$ cat src/rtl/rsm_pkg.sv
// shared types and constants of the raid stripe request mapper
// no dependencies; used by every rtl file of the block
package rsm_pkg;

	localparam int DISK_W = 5;    // member disk index, up to 32 disks
	localparam int NUM_W = 6;     // member disk count
	localparam int ADDR_W = 48;
	localparam int STRIP_W = 17;  // strip size in blocks
	localparam int OFF_W = 16;
	localparam int CNT_W = 13;
	localparam int REL_W = 6;
	localparam int QUEUE_DEPTH = 2;  // power of two

	localparam int DEF_MAX_DISKS = 16;
	localparam int DEF_MAX_REQUEST_BLOCKS = 4096;

	localparam logic [1:0] ST_OK = 2'd0;
	localparam logic [1:0] ST_RANGE = 2'd1;
	localparam logic [1:0] ST_RDONLY = 2'd2;

	localparam logic [2:0] LAY_R4_FIRST = 3'd0;
	localparam logic [2:0] LAY_R4_LAST = 3'd1;
	localparam logic [2:0] LAY_R5_0R = 3'd2;
	localparam logic [2:0] LAY_R5_NR = 3'd3;
	localparam logic [2:0] LAY_R5_NC = 3'd4;

	localparam logic [2:0] REG_EXTENT = 3'd0;
	localparam logic [2:0] REG_STRIP = 3'd1;
	localparam logic [2:0] REG_LAYOUT = 3'd2;
	localparam logic [2:0] REG_DOFF = 3'd3;
	localparam logic [2:0] REG_VOLUME = 3'd4;
	localparam logic [2:0] REG_RDONLY = 3'd5;

	typedef struct packed {
		logic [NUM_W-1:0]   n;
		logic [STRIP_W-1:0] sb;
		logic [2:0]         mode;
		logic [31:0]        doff;
		logic [ADDR_W-1:0]  vol;
		logic               ro;
	} rsm_cfg_t;

	typedef struct packed {
		logic [1:0]         status;
		logic [ADDR_W-1:0]  base;     // first stripe times strip size plus data offset
		logic [OFF_W-1:0]   off0;
		logic [CNT_W-1:0]   cnt;
		logic [DISK_W-1:0]  pos0;
		logic [DISK_W-1:0]  rot0;
		logic [DISK_W-1:0]  pos_last;
		logic [REL_W-1:0]   last_rel;
		logic [OFF_W-1:0]   lo_last;
	} rsm_job_t;

endpackage

$ cat src/rtl/rsm_div.sv
// iterative restoring divider, one quotient bit per cycle
// depends on rsm_pkg
module rsm_div (
	input  logic                        clk,
	input  logic                        arst_n,
	input  logic                        start,
	input  logic [rsm_pkg::ADDR_W-1:0]  num,
	input  logic [rsm_pkg::STRIP_W-1:0] den,
	output logic                        done,
	output logic [rsm_pkg::ADDR_W-1:0]  quo,
	output logic [rsm_pkg::STRIP_W-1:0] rem
);
	import rsm_pkg::*;

	localparam int CW = $clog2(ADDR_W + 1);

	logic               busy_q;
	logic               done_q;
	logic [CW-1:0]      cnt_q;
	logic [ADDR_W-1:0]  num_q;
	logic [STRIP_W-1:0] rem_q;
	logic [STRIP_W-1:0] den_q;
	logic [STRIP_W:0]   trial;
	logic               ge;

	assign trial = {rem_q, num_q[ADDR_W-1]};
	assign ge = trial >= {1'b0, den_q};

	always_ff @(posedge clk or negedge arst_n) begin
		if (!arst_n) begin
			busy_q <= 1'b0;
			done_q <= 1'b0;
			cnt_q <= '0;
		end else begin
			done_q <= 1'b0;
			if (busy_q) begin
				cnt_q <= cnt_q + 1'b1;
				if (cnt_q == CW'(ADDR_W - 1)) begin
					busy_q <= 1'b0;
					done_q <= 1'b1;
				end
			end else if (start) begin
				busy_q <= 1'b1;
				cnt_q <= '0;
			end
		end
	end

	always_ff @(posedge clk) begin
		if (busy_q) begin
			rem_q <= ge ? STRIP_W'(trial - {1'b0, den_q}) : trial[STRIP_W-1:0];
			num_q <= {num_q[ADDR_W-2:0], ge};
		end else if (start) begin
			num_q <= num;
			den_q <= den;
			rem_q <= '0;
		end
	end

	assign done = done_q;
	assign quo = num_q;
	assign rem = rem_q;
endmodule

$ cat src/rtl/rsm_front.sv
// front end: takes a request, checks it and works out its stripe geometry
// depends on rsm_pkg and rsm_div
module rsm_front #(
	parameter int MAX_REQUEST_BLOCKS = rsm_pkg::DEF_MAX_REQUEST_BLOCKS
) (
	input  logic                       clk,
	input  logic                       arst_n,
	input  rsm_pkg::rsm_cfg_t          cfg,
	input  logic                       in_valid,
	output logic                       in_stall,
	input  logic                       opcode,
	input  logic [rsm_pkg::ADDR_W-1:0] start_block,
	input  logic [rsm_pkg::CNT_W-1:0]  block_count,
	input  logic                       q_full,
	output logic                       q_push,
	output rsm_pkg::rsm_job_t          q_job
);
	import rsm_pkg::*;

	localparam logic [2:0] S_IDLE = 3'd0;
	localparam logic [2:0] S_D1 = 3'd1;
	localparam logic [2:0] S_D2 = 3'd2;
	localparam logic [2:0] S_D3 = 3'd3;
	localparam logic [2:0] S_D4 = 3'd4;
	localparam logic [2:0] S_D5 = 3'd5;
	localparam logic [2:0] S_MUL = 3'd6;
	localparam logic [2:0] S_PUSH = 3'd7;
	localparam int MW = $clog2(STRIP_W + 1);
	localparam int RW = $clog2(MAX_REQUEST_BLOCKS + 1) + 1;

	logic [2:0]         st_q;
	logic               start_q;
	logic [1:0]         status_q;
	logic [ADDR_W-1:0]  ba_q;
	logic [CNT_W-1:0]   cnt_q;
	logic [ADDR_W-1:0]  strip0_q;
	logic [ADDR_W-1:0]  stripe0_q;
	logic [OFF_W-1:0]   off0_q;
	logic [DISK_W-1:0]  pos0_q;
	logic [DISK_W-1:0]  rot0_q;
	logic [REL_W-1:0]   q_q;
	logic [OFF_W-1:0]   lo_last_q;
	logic [REL_W-1:0]   last_rel_q;
	logic [DISK_W-1:0]  pos_last_q;
	logic [ADDR_W-1:0]  acc_q;
	logic [ADDR_W-1:0]  mcand_q;
	logic [STRIP_W-1:0] mplier_q;
	logic [MW-1:0]      mcnt_q;

	logic [ADDR_W-1:0]  div_num;
	logic [STRIP_W-1:0] div_den;
	logic               div_done;
	logic [ADDR_W-1:0]  div_quo;
	logic [STRIP_W-1:0] div_rem;
	logic [NUM_W-1:0]   d;
	logic               accept;
	logic               range_bad;
	logic [ADDR_W:0]    end_sum;

	assign d = cfg.n - 1'b1;
	assign in_stall = st_q != S_IDLE;
	assign accept = in_valid && !in_stall;
	assign end_sum = {1'b0, start_block} + (ADDR_W + 1)'(block_count);
	assign range_bad = block_count == '0
		|| RW'(block_count) > RW'(MAX_REQUEST_BLOCKS)
		|| end_sum > {1'b0, cfg.vol};

	always_comb begin
		div_num = '0;
		div_den = STRIP_W'(1);
		unique case (st_q)
			S_D1: begin
				div_num = ba_q;
				div_den = cfg.sb;
			end
			S_D2: begin
				div_num = strip0_q;
				div_den = STRIP_W'(d);
			end
			S_D3: begin
				div_num = stripe0_q;
				div_den = STRIP_W'(cfg.n);
			end
			S_D4: begin
				div_num = ADDR_W'(off0_q) + ADDR_W'(cnt_q) - 1'b1;
				div_den = cfg.sb;
			end
			S_D5: begin
				div_num = ADDR_W'(pos0_q) + ADDR_W'(q_q);
				div_den = STRIP_W'(d);
			end
			default: begin
				div_num = '0;
				div_den = STRIP_W'(1);
			end
		endcase
	end

	rsm_div u_div (
		.clk    (clk),
		.arst_n (arst_n),
		.start  (start_q),
		.num    (div_num),
		.den    (div_den),
		.done   (div_done),
		.quo    (div_quo),
		.rem    (div_rem)
	);

	always_ff @(posedge clk or negedge arst_n) begin
		if (!arst_n) begin
			st_q <= S_IDLE;
			start_q <= 1'b0;
		end else begin
			start_q <= 1'b0;
			unique case (st_q)
				S_IDLE: begin
					if (accept) begin
						if ((opcode && cfg.ro) || range_bad) begin
							st_q <= S_PUSH;
						end else begin
							st_q <= S_D1;
							start_q <= 1'b1;
						end
					end
				end
				S_D1, S_D2, S_D3, S_D4: begin
					if (div_done) begin
						st_q <= st_q + 1'b1;
						start_q <= 1'b1;
					end
				end
				S_D5: begin
					if (div_done) st_q <= S_MUL;
				end
				S_MUL: begin
					if (mcnt_q == MW'(STRIP_W - 1)) st_q <= S_PUSH;
				end
				S_PUSH: begin
					if (!q_full) st_q <= S_IDLE;
				end
				default: st_q <= S_IDLE;
			endcase
		end
	end

	always_ff @(posedge clk) begin
		if (accept) begin
			ba_q <= start_block;
			cnt_q <= block_count;
			if (opcode && cfg.ro) status_q <= ST_RDONLY;
			else if (range_bad) status_q <= ST_RANGE;
			else status_q <= ST_OK;
		end
		if (div_done) begin
			case (st_q)
				S_D1: begin
					strip0_q <= div_quo;
					off0_q <= div_rem[OFF_W-1:0];
				end
				S_D2: begin
					stripe0_q <= div_quo;
					pos0_q <= div_rem[DISK_W-1:0];
				end
				S_D3: rot0_q <= div_rem[DISK_W-1:0];
				S_D4: begin
					q_q <= div_quo[REL_W-1:0];
					lo_last_q <= div_rem[OFF_W-1:0];
				end
				default: begin
					last_rel_q <= div_quo[REL_W-1:0];
					pos_last_q <= div_rem[DISK_W-1:0];
				end
			endcase
		end
		// shift-add of first stripe index times strip size, starting from the data offset
		if (st_q == S_D5 && div_done) begin
			acc_q <= ADDR_W'(cfg.doff);
			mcand_q <= stripe0_q;
			mplier_q <= cfg.sb;
			mcnt_q <= '0;
		end else if (st_q == S_MUL) begin
			if (mplier_q[0]) acc_q <= acc_q + mcand_q;
			mcand_q <= {mcand_q[ADDR_W-2:0], 1'b0};
			mplier_q <= mplier_q >> 1;
			mcnt_q <= mcnt_q + 1'b1;
		end
	end

	assign q_push = st_q == S_PUSH && !q_full;

	always_comb begin
		q_job = '0;
		q_job.status = status_q;
		if (status_q == ST_OK) begin
			q_job.base = acc_q;
			q_job.off0 = off0_q;
			q_job.cnt = cnt_q;
			q_job.pos0 = pos0_q;
			q_job.rot0 = rot0_q;
			q_job.pos_last = pos_last_q;
			q_job.last_rel = last_rel_q;
			q_job.lo_last = lo_last_q;
		end
	end
endmodule

$ cat src/rtl/rsm_queue.sv
// short job queue between front and back end
// depends on rsm_pkg
module rsm_queue (
	input  logic              clk,
	input  logic              arst_n,
	input  logic              push,
	input  rsm_pkg::rsm_job_t wr_job,
	output logic              full,
	input  logic              pop,
	output rsm_pkg::rsm_job_t rd_job,
	output logic              empty
);
	import rsm_pkg::*;

	localparam int PW = (QUEUE_DEPTH > 1) ? $clog2(QUEUE_DEPTH) : 1;
	localparam int CW = $clog2(QUEUE_DEPTH + 1);

	rsm_job_t          mem_q [QUEUE_DEPTH];
	logic [PW-1:0]     wr_q;
	logic [PW-1:0]     rd_q;
	logic [CW-1:0]     cnt_q;

	assign full = cnt_q == CW'(QUEUE_DEPTH);
	assign empty = cnt_q == '0;
	assign rd_job = mem_q[rd_q];

	always_ff @(posedge clk or negedge arst_n) begin
		if (!arst_n) begin
			wr_q <= '0;
			rd_q <= '0;
			cnt_q <= '0;
		end else begin
			if (push) wr_q <= wr_q + 1'b1;
			if (pop) rd_q <= rd_q + 1'b1;
			if (push && !pop) cnt_q <= cnt_q + 1'b1;
			else if (pop && !push) cnt_q <= cnt_q - 1'b1;
		end
	end

	always_ff @(posedge clk) begin
		if (push) mem_q[wr_q] <= wr_job;
	end
endmodule

$ cat src/rtl/rsm_back.sv
// back end: walks a job strip by strip and emits one segment a beat
// depends on rsm_pkg
module rsm_back (
	input  logic                        clk,
	input  logic                        arst_n,
	input  rsm_pkg::rsm_cfg_t           cfg,
	input  logic                        q_empty,
	input  rsm_pkg::rsm_job_t           q_job,
	output logic                        q_pop,
	output logic                        out_valid,
	input  logic                        out_stall,
	output logic [1:0]                  status,
	output logic [3:0]                  data_disk,
	output logic [3:0]                  parity_disk,
	output logic [rsm_pkg::ADDR_W-1:0]  physical_block,
	output logic [rsm_pkg::CNT_W-1:0]   segment_blocks,
	output logic [rsm_pkg::OFF_W-1:0]   strip_offset,
	output logic [rsm_pkg::REL_W-1:0]   stripe_relative,
	output logic [3:0]                  strips_in_stripe,
	output logic [1:0]                  partial_strips,
	output logic                        read_modify_write,
	output logic                        last
);
	import rsm_pkg::*;

	logic               act_q;
	rsm_job_t           job_q;
	logic [ADDR_W-1:0]  base_q;
	logic [OFF_W-1:0]   off_q;
	logic [CNT_W-1:0]   left_q;
	logic [DISK_W-1:0]  pos_q;
	logic [DISK_W-1:0]  rot_q;
	logic [REL_W-1:0]   rel_q;
	logic               ov_q;

	logic [DISK_W-1:0]  d;
	logic [DISK_W-1:0]  nm1;
	logic [STRIP_W-1:0] room;
	logic [CNT_W-1:0]   seg;
	logic [CNT_W-1:0]   left_n;
	logic [DISK_W-1:0]  pdisk;
	logic [DISK_W-1:0]  ddisk;
	logic [DISK_W:0]    nc_sum;
	logic [DISK_W-1:0]  si, ei;
	logic [OFF_W-1:0]   fo, lo;
	logic [DISK_W:0]    touched;
	logic [1:0]         parts;
	logic               emit;
	logic               first_st, last_st;

	assign d = DISK_W'(cfg.n - 1'b1);
	assign nm1 = d;
	assign room = cfg.sb - STRIP_W'(off_q);
	assign seg = (room < STRIP_W'(left_q)) ? room[CNT_W-1:0] : left_q;
	assign left_n = left_q - seg;
	assign nc_sum = (DISK_W + 1)'(pos_q) + (DISK_W + 1)'(pdisk) + 1'b1;

	always_comb begin
		unique case (cfg.mode)
			LAY_R4_FIRST: begin
				pdisk = '0;
				ddisk = pos_q + 1'b1;
			end
			LAY_R4_LAST: begin
				pdisk = nm1;
				ddisk = pos_q;
			end
			LAY_R5_0R: begin
				pdisk = rot_q;
				ddisk = (pos_q < pdisk) ? pos_q : pos_q + 1'b1;
			end
			LAY_R5_NR: begin
				pdisk = nm1 - rot_q;
				ddisk = (pos_q < pdisk) ? pos_q : pos_q + 1'b1;
			end
			default: begin
				pdisk = nm1 - rot_q;
				ddisk = (nc_sum >= (DISK_W + 1)'(cfg.n))
					? DISK_W'(nc_sum - (DISK_W + 1)'(cfg.n)) : nc_sum[DISK_W-1:0];
			end
		endcase
	end

	// stripe statistics from the request's first and last strip
	assign first_st = rel_q == '0;
	assign last_st = rel_q == job_q.last_rel;
	assign si = first_st ? job_q.pos0 : '0;
	assign fo = first_st ? job_q.off0 : '0;
	assign ei = last_st ? job_q.pos_last : d - 1'b1;
	assign lo = last_st ? job_q.lo_last : OFF_W'(cfg.sb - 1'b1);
	assign touched = (DISK_W + 1)'(ei) - (DISK_W + 1)'(si) + 1'b1;

	always_comb begin
		parts = 2'd0;
		if (fo != '0) parts = parts + 1'b1;
		if (STRIP_W'(lo) != cfg.sb - 1'b1) parts = parts + 1'b1;
		if (si == ei && parts == 2'd2) parts = 2'd1;
	end

	assign emit = act_q && (!ov_q || !out_stall);
	assign q_pop = !act_q && !q_empty;

	always_ff @(posedge clk or negedge arst_n) begin
		if (!arst_n) begin
			act_q <= 1'b0;
			ov_q <= 1'b0;
		end else begin
			if (q_pop) act_q <= 1'b1;
			else if (emit && (job_q.status != ST_OK || left_n == '0)) act_q <= 1'b0;
			if (emit) ov_q <= 1'b1;
			else if (!out_stall) ov_q <= 1'b0;
		end
	end

	always_ff @(posedge clk) begin
		if (q_pop) begin
			job_q <= q_job;
			base_q <= q_job.base;
			off_q <= q_job.off0;
			left_q <= q_job.cnt;
			pos_q <= q_job.pos0;
			rot_q <= q_job.rot0;
			rel_q <= '0;
		end else if (emit) begin
			left_q <= left_n;
			off_q <= '0;
			if (pos_q == d - 1'b1) begin
				pos_q <= '0;
				rel_q <= rel_q + 1'b1;
				base_q <= base_q + ADDR_W'(cfg.sb);
				rot_q <= (rot_q == nm1) ? '0 : rot_q + 1'b1;
			end else begin
				pos_q <= pos_q + 1'b1;
			end
		end
		if (emit) begin
			status <= job_q.status;
			if (job_q.status != ST_OK) begin
				data_disk <= '0;
				parity_disk <= '0;
				physical_block <= '0;
				segment_blocks <= '0;
				strip_offset <= '0;
				stripe_relative <= '0;
				strips_in_stripe <= '0;
				partial_strips <= '0;
				read_modify_write <= 1'b0;
				last <= 1'b1;
			end else begin
				data_disk <= ddisk[3:0];
				parity_disk <= pdisk[3:0];
				physical_block <= base_q + ADDR_W'(off_q);
				segment_blocks <= seg;
				strip_offset <= off_q;
				stripe_relative <= rel_q;
				strips_in_stripe <= touched[3:0];
				partial_strips <= parts;
				read_modify_write <= touched < (DISK_W + 1)'(d >> 1);
				last <= left_n == '0;
			end
		end
	end

	assign out_valid = ov_q;
endmodule

$ cat src/rtl/raid_stripe_request_mapper_core.sv
// raid4/raid5 request mapper: the front end holds in_stall high while it works on a
// request (five divisions on one shared divider, each with start and hand-off, plus a
// shift-add and a push; a rejected request goes straight to the push), so it takes no
// new request until the last one is pushed; the back end then emits one segment per
// cycle while out_stall is low. a two-entry queue lets the next request start while
// segments drain. arst_n clears control state and loads register defaults.
module raid_stripe_request_mapper_core #(
	parameter int MAX_DISKS = rsm_pkg::DEF_MAX_DISKS,
	parameter int MAX_REQUEST_BLOCKS = rsm_pkg::DEF_MAX_REQUEST_BLOCKS
) (
	input  logic                        clk,
	input  logic                        arst_n,
	input  logic                        psel,
	input  logic                        penable,
	input  logic                        pwrite,
	input  logic [5:0]                  paddr,
	input  logic [63:0]                 pwdata,
	output logic [63:0]                 prdata,
	output logic                        pready,
	input  logic                        in_valid,
	output logic                        in_stall,
	input  logic                        opcode,
	input  logic [rsm_pkg::ADDR_W-1:0]  start_block,
	input  logic [rsm_pkg::CNT_W-1:0]   block_count,
	output logic                        out_valid,
	input  logic                        out_stall,
	output logic [1:0]                  status,
	output logic [3:0]                  data_disk,
	output logic [3:0]                  parity_disk,
	output logic [rsm_pkg::ADDR_W-1:0]  physical_block,
	output logic [rsm_pkg::CNT_W-1:0]   segment_blocks,
	output logic [rsm_pkg::OFF_W-1:0]   strip_offset,
	output logic [rsm_pkg::REL_W-1:0]   stripe_relative,
	output logic [3:0]                  strips_in_stripe,
	output logic [1:0]                  partial_strips,
	output logic                        read_modify_write,
	output logic                        last
);
	import rsm_pkg::*;

	rsm_cfg_t cfg_q;
	logic     wr_en;
	logic [2:0] idx;
	logic     q_push, q_pop, q_full, q_empty;
	rsm_job_t wr_job, rd_job;

	assign pready = 1'b1;
	assign idx = paddr[5:3];
	assign wr_en = psel && penable && pwrite;

	always_ff @(posedge clk or negedge arst_n) begin
		if (!arst_n) begin
			cfg_q.n <= NUM_W'(3);
			cfg_q.sb <= STRIP_W'(128);
			cfg_q.mode <= LAY_R5_NR;
			cfg_q.doff <= '0;
			cfg_q.vol <= '0;
			cfg_q.ro <= 1'b0;
		end else if (wr_en) begin
			case (idx)
				REG_EXTENT: begin
					if (pwdata[4:0] < 5'd3) cfg_q.n <= NUM_W'(3);
					else if (NUM_W'(pwdata[4:0]) > NUM_W'(MAX_DISKS))
						cfg_q.n <= NUM_W'(MAX_DISKS);
					else cfg_q.n <= NUM_W'(pwdata[4:0]);
				end
				REG_STRIP: begin
					if (pwdata[16:0] < 17'd128) cfg_q.sb <= STRIP_W'(128);
					else if (pwdata[16:0] > 17'd65536) cfg_q.sb <= STRIP_W'(65536);
					else cfg_q.sb <= pwdata[16:0];
				end
				REG_LAYOUT: cfg_q.mode <= (pwdata[2:0] > LAY_R5_NC) ? LAY_R5_NC : pwdata[2:0];
				REG_DOFF: cfg_q.doff <= pwdata[31:0];
				REG_VOLUME: cfg_q.vol <= pwdata[ADDR_W-1:0];
				REG_RDONLY: cfg_q.ro <= pwdata[0];
				default: ;
			endcase
		end
	end

	always_comb begin
		unique case (idx)
			REG_EXTENT: prdata = 64'(cfg_q.n);
			REG_STRIP: prdata = 64'(cfg_q.sb);
			REG_LAYOUT: prdata = 64'(cfg_q.mode);
			REG_DOFF: prdata = 64'(cfg_q.doff);
			REG_VOLUME: prdata = 64'(cfg_q.vol);
			REG_RDONLY: prdata = 64'(cfg_q.ro);
			default: prdata = '0;
		endcase
	end

	rsm_front #(.MAX_REQUEST_BLOCKS(MAX_REQUEST_BLOCKS)) u_front (
		.clk         (clk),
		.arst_n      (arst_n),
		.cfg         (cfg_q),
		.in_valid    (in_valid),
		.in_stall    (in_stall),
		.opcode      (opcode),
		.start_block (start_block),
		.block_count (block_count),
		.q_full      (q_full),
		.q_push      (q_push),
		.q_job       (wr_job)
	);

	rsm_queue u_queue (
		.clk    (clk),
		.arst_n (arst_n),
		.push   (q_push),
		.wr_job (wr_job),
		.full   (q_full),
		.pop    (q_pop),
		.rd_job (rd_job),
		.empty  (q_empty)
	);

	rsm_back u_back (
		.clk               (clk),
		.arst_n            (arst_n),
		.cfg               (cfg_q),
		.q_empty           (q_empty),
		.q_job             (rd_job),
		.q_pop             (q_pop),
		.out_valid         (out_valid),
		.out_stall         (out_stall),
		.status            (status),
		.data_disk         (data_disk),
		.parity_disk       (parity_disk),
		.physical_block    (physical_block),
		.segment_blocks    (segment_blocks),
		.strip_offset      (strip_offset),
		.stripe_relative   (stripe_relative),
		.strips_in_stripe  (strips_in_stripe),
		.partial_strips    (partial_strips),
		.read_modify_write (read_modify_write),
		.last              (last)
	);

	a_err_last: assert property (@(posedge clk) disable iff (!arst_n)
		out_valid && status != ST_OK |-> last)
		else $error("error beat without last");

	a_seg_nonzero: assert property (@(posedge clk) disable iff (!arst_n)
		out_valid && status == ST_OK |-> segment_blocks != '0)
		else $error("empty segment");

	a_no_overflow: assert property (@(posedge clk) disable iff (!arst_n)
		q_push |-> !q_full)
		else $error("queue push while full");

	a_no_underflow: assert property (@(posedge clk) disable iff (!arst_n)
		q_pop |-> !q_empty)
		else $error("queue pop while empty");
endmodule
$ cat config.mk
export PLATFORM = sky130hd
export DESIGN_NAME = raid_stripe_request_mapper_core
export DESIGN_NICKNAME = d
export VERILOG_FILES = /design/src/rtl/rsm_pkg.sv /design/src/rtl/rsm_div.sv /design/src/rtl/rsm_front.sv /design/src/rtl/rsm_queue.sv /design/src/rtl/rsm_back.sv /design/src/rtl/raid_stripe_request_mapper_core.sv
export SDC_FILE = /design/constraint.sdc
export NUM_CORES = 2
export LEC_CHECK = 0
export CAP_MARGIN = 20
export CORE_UTILIZATION = 69
export CTS_CLUSTER_DIAMETER = 200
export CTS_CLUSTER_SIZE = 20
export DETAILED_ROUTE_END_ITERATION = 16
export DONT_BUFFER_PORTS = 1
export PLACE_DENSITY_LB_ADDON = 0.1
export SKIP_CTS_REPAIR_TIMING = 1
export SYNTH_ARGS = -nofsm -noshare
export SYNTH_HDL_FRONTEND = slang
export SYNTH_SLANG_ARGS = --single-unit
$ cat constraint.sdc
create_clock -name clk -period 12.18 [get_ports clk]
set_input_delay 1.218 -clock clk [delete_from_list [all_inputs] [get_ports clk]]
set_output_delay 1.218 -clock clk [all_outputs]
set_load 0.02 [all_outputs]
==> flow_summary_export.csv <==
group,metric,value,unit
sta,grt_setup_unrepaired,"false",
clock_network,clockBufferDepth,3,
sta,setup_tns,0,ns
clock_network,path_clk_slew,0.09,ns
drt,firstDrtPassIters,9,
synth,ys_warn_count,0,
min_path,hp-class,"input pin to asynchronous set/reset pin",
global_routing,grt_use_total,0.349,
worst_setup_path,crit_fanout,12,
worst_setup_path,end_kind,"flop",
sta,fin_crit_sh,0.733,
synth,synth_common_cells,"867 x edfxtp_1, 529 x nand2_1, 341 x nor2_1",
global_routing,grt_pass1_vias,34400,
final_layout,nets,4956,
global_routing,antenna_found_initial,8,
floorplanning,num_io_pins,307,
floorplanning,num_rows,100,
sta,setup_viol,0,
clock_network,clkLatencyLatePin,0.68,ns
sta,slew_violations,0,
worst_setup_path,worstPathArrival,9.48,ns
synth,ys_types,86,
drt,detail-route-antenna-nets,0,
synth,synth_area_leaders,"edfxtp_1 50%, ha_1 6.4%, dfrtp_1 5.7%",
run,cap_violations,0,
synth,synth_edf_count,867,
clock_network,cts_made_buffers,56,
synth,yosysMostFrequentCell,"edfxtp_1",
synth,yosysSeqAreaShare,0.565,
clock_network,clockRootBuffer,"clkbuf_16",
worst_setup_path,max_stage_delay,0.56,ns
sta,fin_crit,8.93,ns
final_layout,drive_above_1_share,0.0567,
power,peakVddDrop,117,uV
drt,dr_total_vias,36300,
worst_setup_path,required,12.72,ns
clock_network,clock-sinks,1018,
global_routing,grt_pass1_wl,205000,um
sta,fin_skew,0.0447,ns
placed_design,routabilityCongestion,0.967,
power,power_leakage,20.9,nW
final_layout,syn_to_final_growth,4.78,%
synth,syn_area,52600,um2
floorplanning,dieArea,77300,um2
floorplanning,initial_core_util,0.701,
synth,syn_inst,4629,
power,fin_total_pwr,7.88,mW
synth,syn_area_per_cell,11.4,um2
synth,synth.largest_area_cell,"edfxtp_1",
drt,dr.first_iter.drc_count,4449,
synth,ys_seq_elements,1018,
sta,timing.final.ws_setup,3.25,ns
run_status,status,"finished, final reports clean",
synth,async_reset_ff_frac,0.122,
sta,slew_headroom,0.269,
placed_design,dp_hpwl,99200,um
placed_design,port-buffer-count,0,
synth,netlist.area_leader.share,0.495,
sta,worst_pin_slew,1.08,ns
drt,finalWirelength,136000,um
drt,viasPerCell,6.54,
global_routing,grt_max_degree,125,
synth,synthFlopType,"edfxtp_1",
floorplanning,die_h,278,um
drt,drc,0,
power,power_density,143,nW/um2
drt,wl_per_cell,24.4,um
sta,fmax,112,MHz
global_routing,overflow,0,
clock_network,cts_tree,"built",
worst_setup_path,start_kind,"flop",
floorplanning,die_w,278,um
sta,final_hold_viol_count,0,
floorplanning,core,74900,um2
worst_setup_path,crit_top_cell,"a211oi_1",
clock_network,cts-htree-levels,2,
worst_setup_path,crit_type,"flop to flop",
worst_setup_path,cp_slowest_cell,"or4b_1",
placed_design,dp_slack,3.37,ns
area by class of cell:
class | count | area [um2]
antenna | 4 | 10.0
tap | 969 | 1210
fill | 5100 | 19900
clock inverter | 3 | 50.0
timing repair buffer | 43 | 323
clock buffer | 103 | 1600
inverter | 218 | 822
multi-input combinational | 3199 | 21400
sequential | 1018 | 29700
placed cells by master, fill, tap and decap left out, types with 43 or more instances in the layout:
cell	n
dfrtp_1	117
buf_4	43
mux2_2	92
clkbuf_1	46
nor2_1	334
clkbuf_16	57
edfxtp_1	867
xor2_1	109
xnor2_1	161
ha_1	267
a211oi_1	63
nor2b_1	70
a222oi_1	46
a21oi_1	256
nand2_1	525
mux2i_1	63
inv_1	214
nor3_1	55
a21o_1	71
nand3_1	71
and2_1	172
nand4_1	48
o21ai_0	231
critical path, delay by kind of cell, from the launching register on:
kind | cells | cell delay [ns]
DFF | 1 | 0.51
AOI/OAI and AO/OA | 12 | 3.10
and+or+nand+nor | 9 | 2.19
xor gates and xnor gates | 2 | 0.40
buffers and inverters | 3 | 0.43
adders and majority gates | 7 | 2.16
per-stage QoR:
| stage | utilization | cell area [um2] | std cells | hold slack, ns |
|---|---|---|---|---|
| after floorplan | - | 52600 | 4644 | 0.442 |
| after global placement | 0.713 | 53400 | 5447 | 0.455 |
| after detailed placement | 0.713 | 53400 | 5447 | 0.462 |
| after CTS | 0.735 | 55100 | 5553 | 0.203 |
| after global routing | 0.735 | 55100 | 5554 | 0.207 |
| final | 0.735 | 55100 | 5557 | 0.221 |
sequential cells by signal (all words and copies together), names as in the netlist, 13 cells and up:
name,flops
u_queue.mem_q,232
u_back.job_q,50
u_front.mplier_q,17
u_front.off0_q,16
u_front.u_div.quo,48
u_front.stripe0_q,48
u_front.u_div.den_q,17
u_back.left_q,13
u_back.off_q,16
u_back.base_q,48
u_front.lo_last_q,16
u_back.strip_offset,16
u_front.mcand_q,48
u_back.segment_blocks,13
cfg_q,106
u_front.strip0_q,48
u_front.cnt_q,13
u_front.u_div.rem,17
u_front.acc_q,48
u_front.ba_q,48
u_back.physical_block,48
cells by family (layout without fill, tap and decap cells):
logic type               after synthesis  count (layout)  synth area share
multiplexers                         155             155            0.0317
AND/OR/NAND/NOR                     1489            1489             0.135
flip-flops                          1018            1018             0.565
adder cells (fa/ha/maj)              287             287            0.0699
other                                  2              21          0.000143
AO/OA/AOI/OAI                        977             977             0.121
XOR/XNOR                             274             274            0.0466
buffers and inverters                427             367            0.0317
layer usage:
layer  global-route usage  share of wire  vias up  routed length, um
li1                     -              -    16700                  -
met1                0.508           0.42    17600              56800
met2                0.526           0.44     1864              59600
met3               0.0797           0.11      244              15400
met4                0.102          0.030        8               4060
met5                    0        0.00040        -                 54
path summary, 6_finish.rpt:
path,from,slack (ns),end,cells after the start
worst max-delay path,cfg_q[84],3.25,u_back.act_q,33
worst min-delay path,arst_n,0.22,cfg_q[42],0
worst max register to register,cfg_q[84],3.25,u_back.act_q,33
worst min register to register,u_front.acc_q[32],0.48,u_front.acc_q[32],2
max in group asynchronous,arst_n,11.65,cfg_q[82],0
min in group clk,u_front.acc_q[32],0.48,u_front.acc_q[32],2
report_power, final:
part | switching, mW | internal, mW
clock | 1.10 | 0.893
sequential | 0.239 | 3.98
combinational | 1.00 | 0.661
Power figures use the tool's default switching activity.
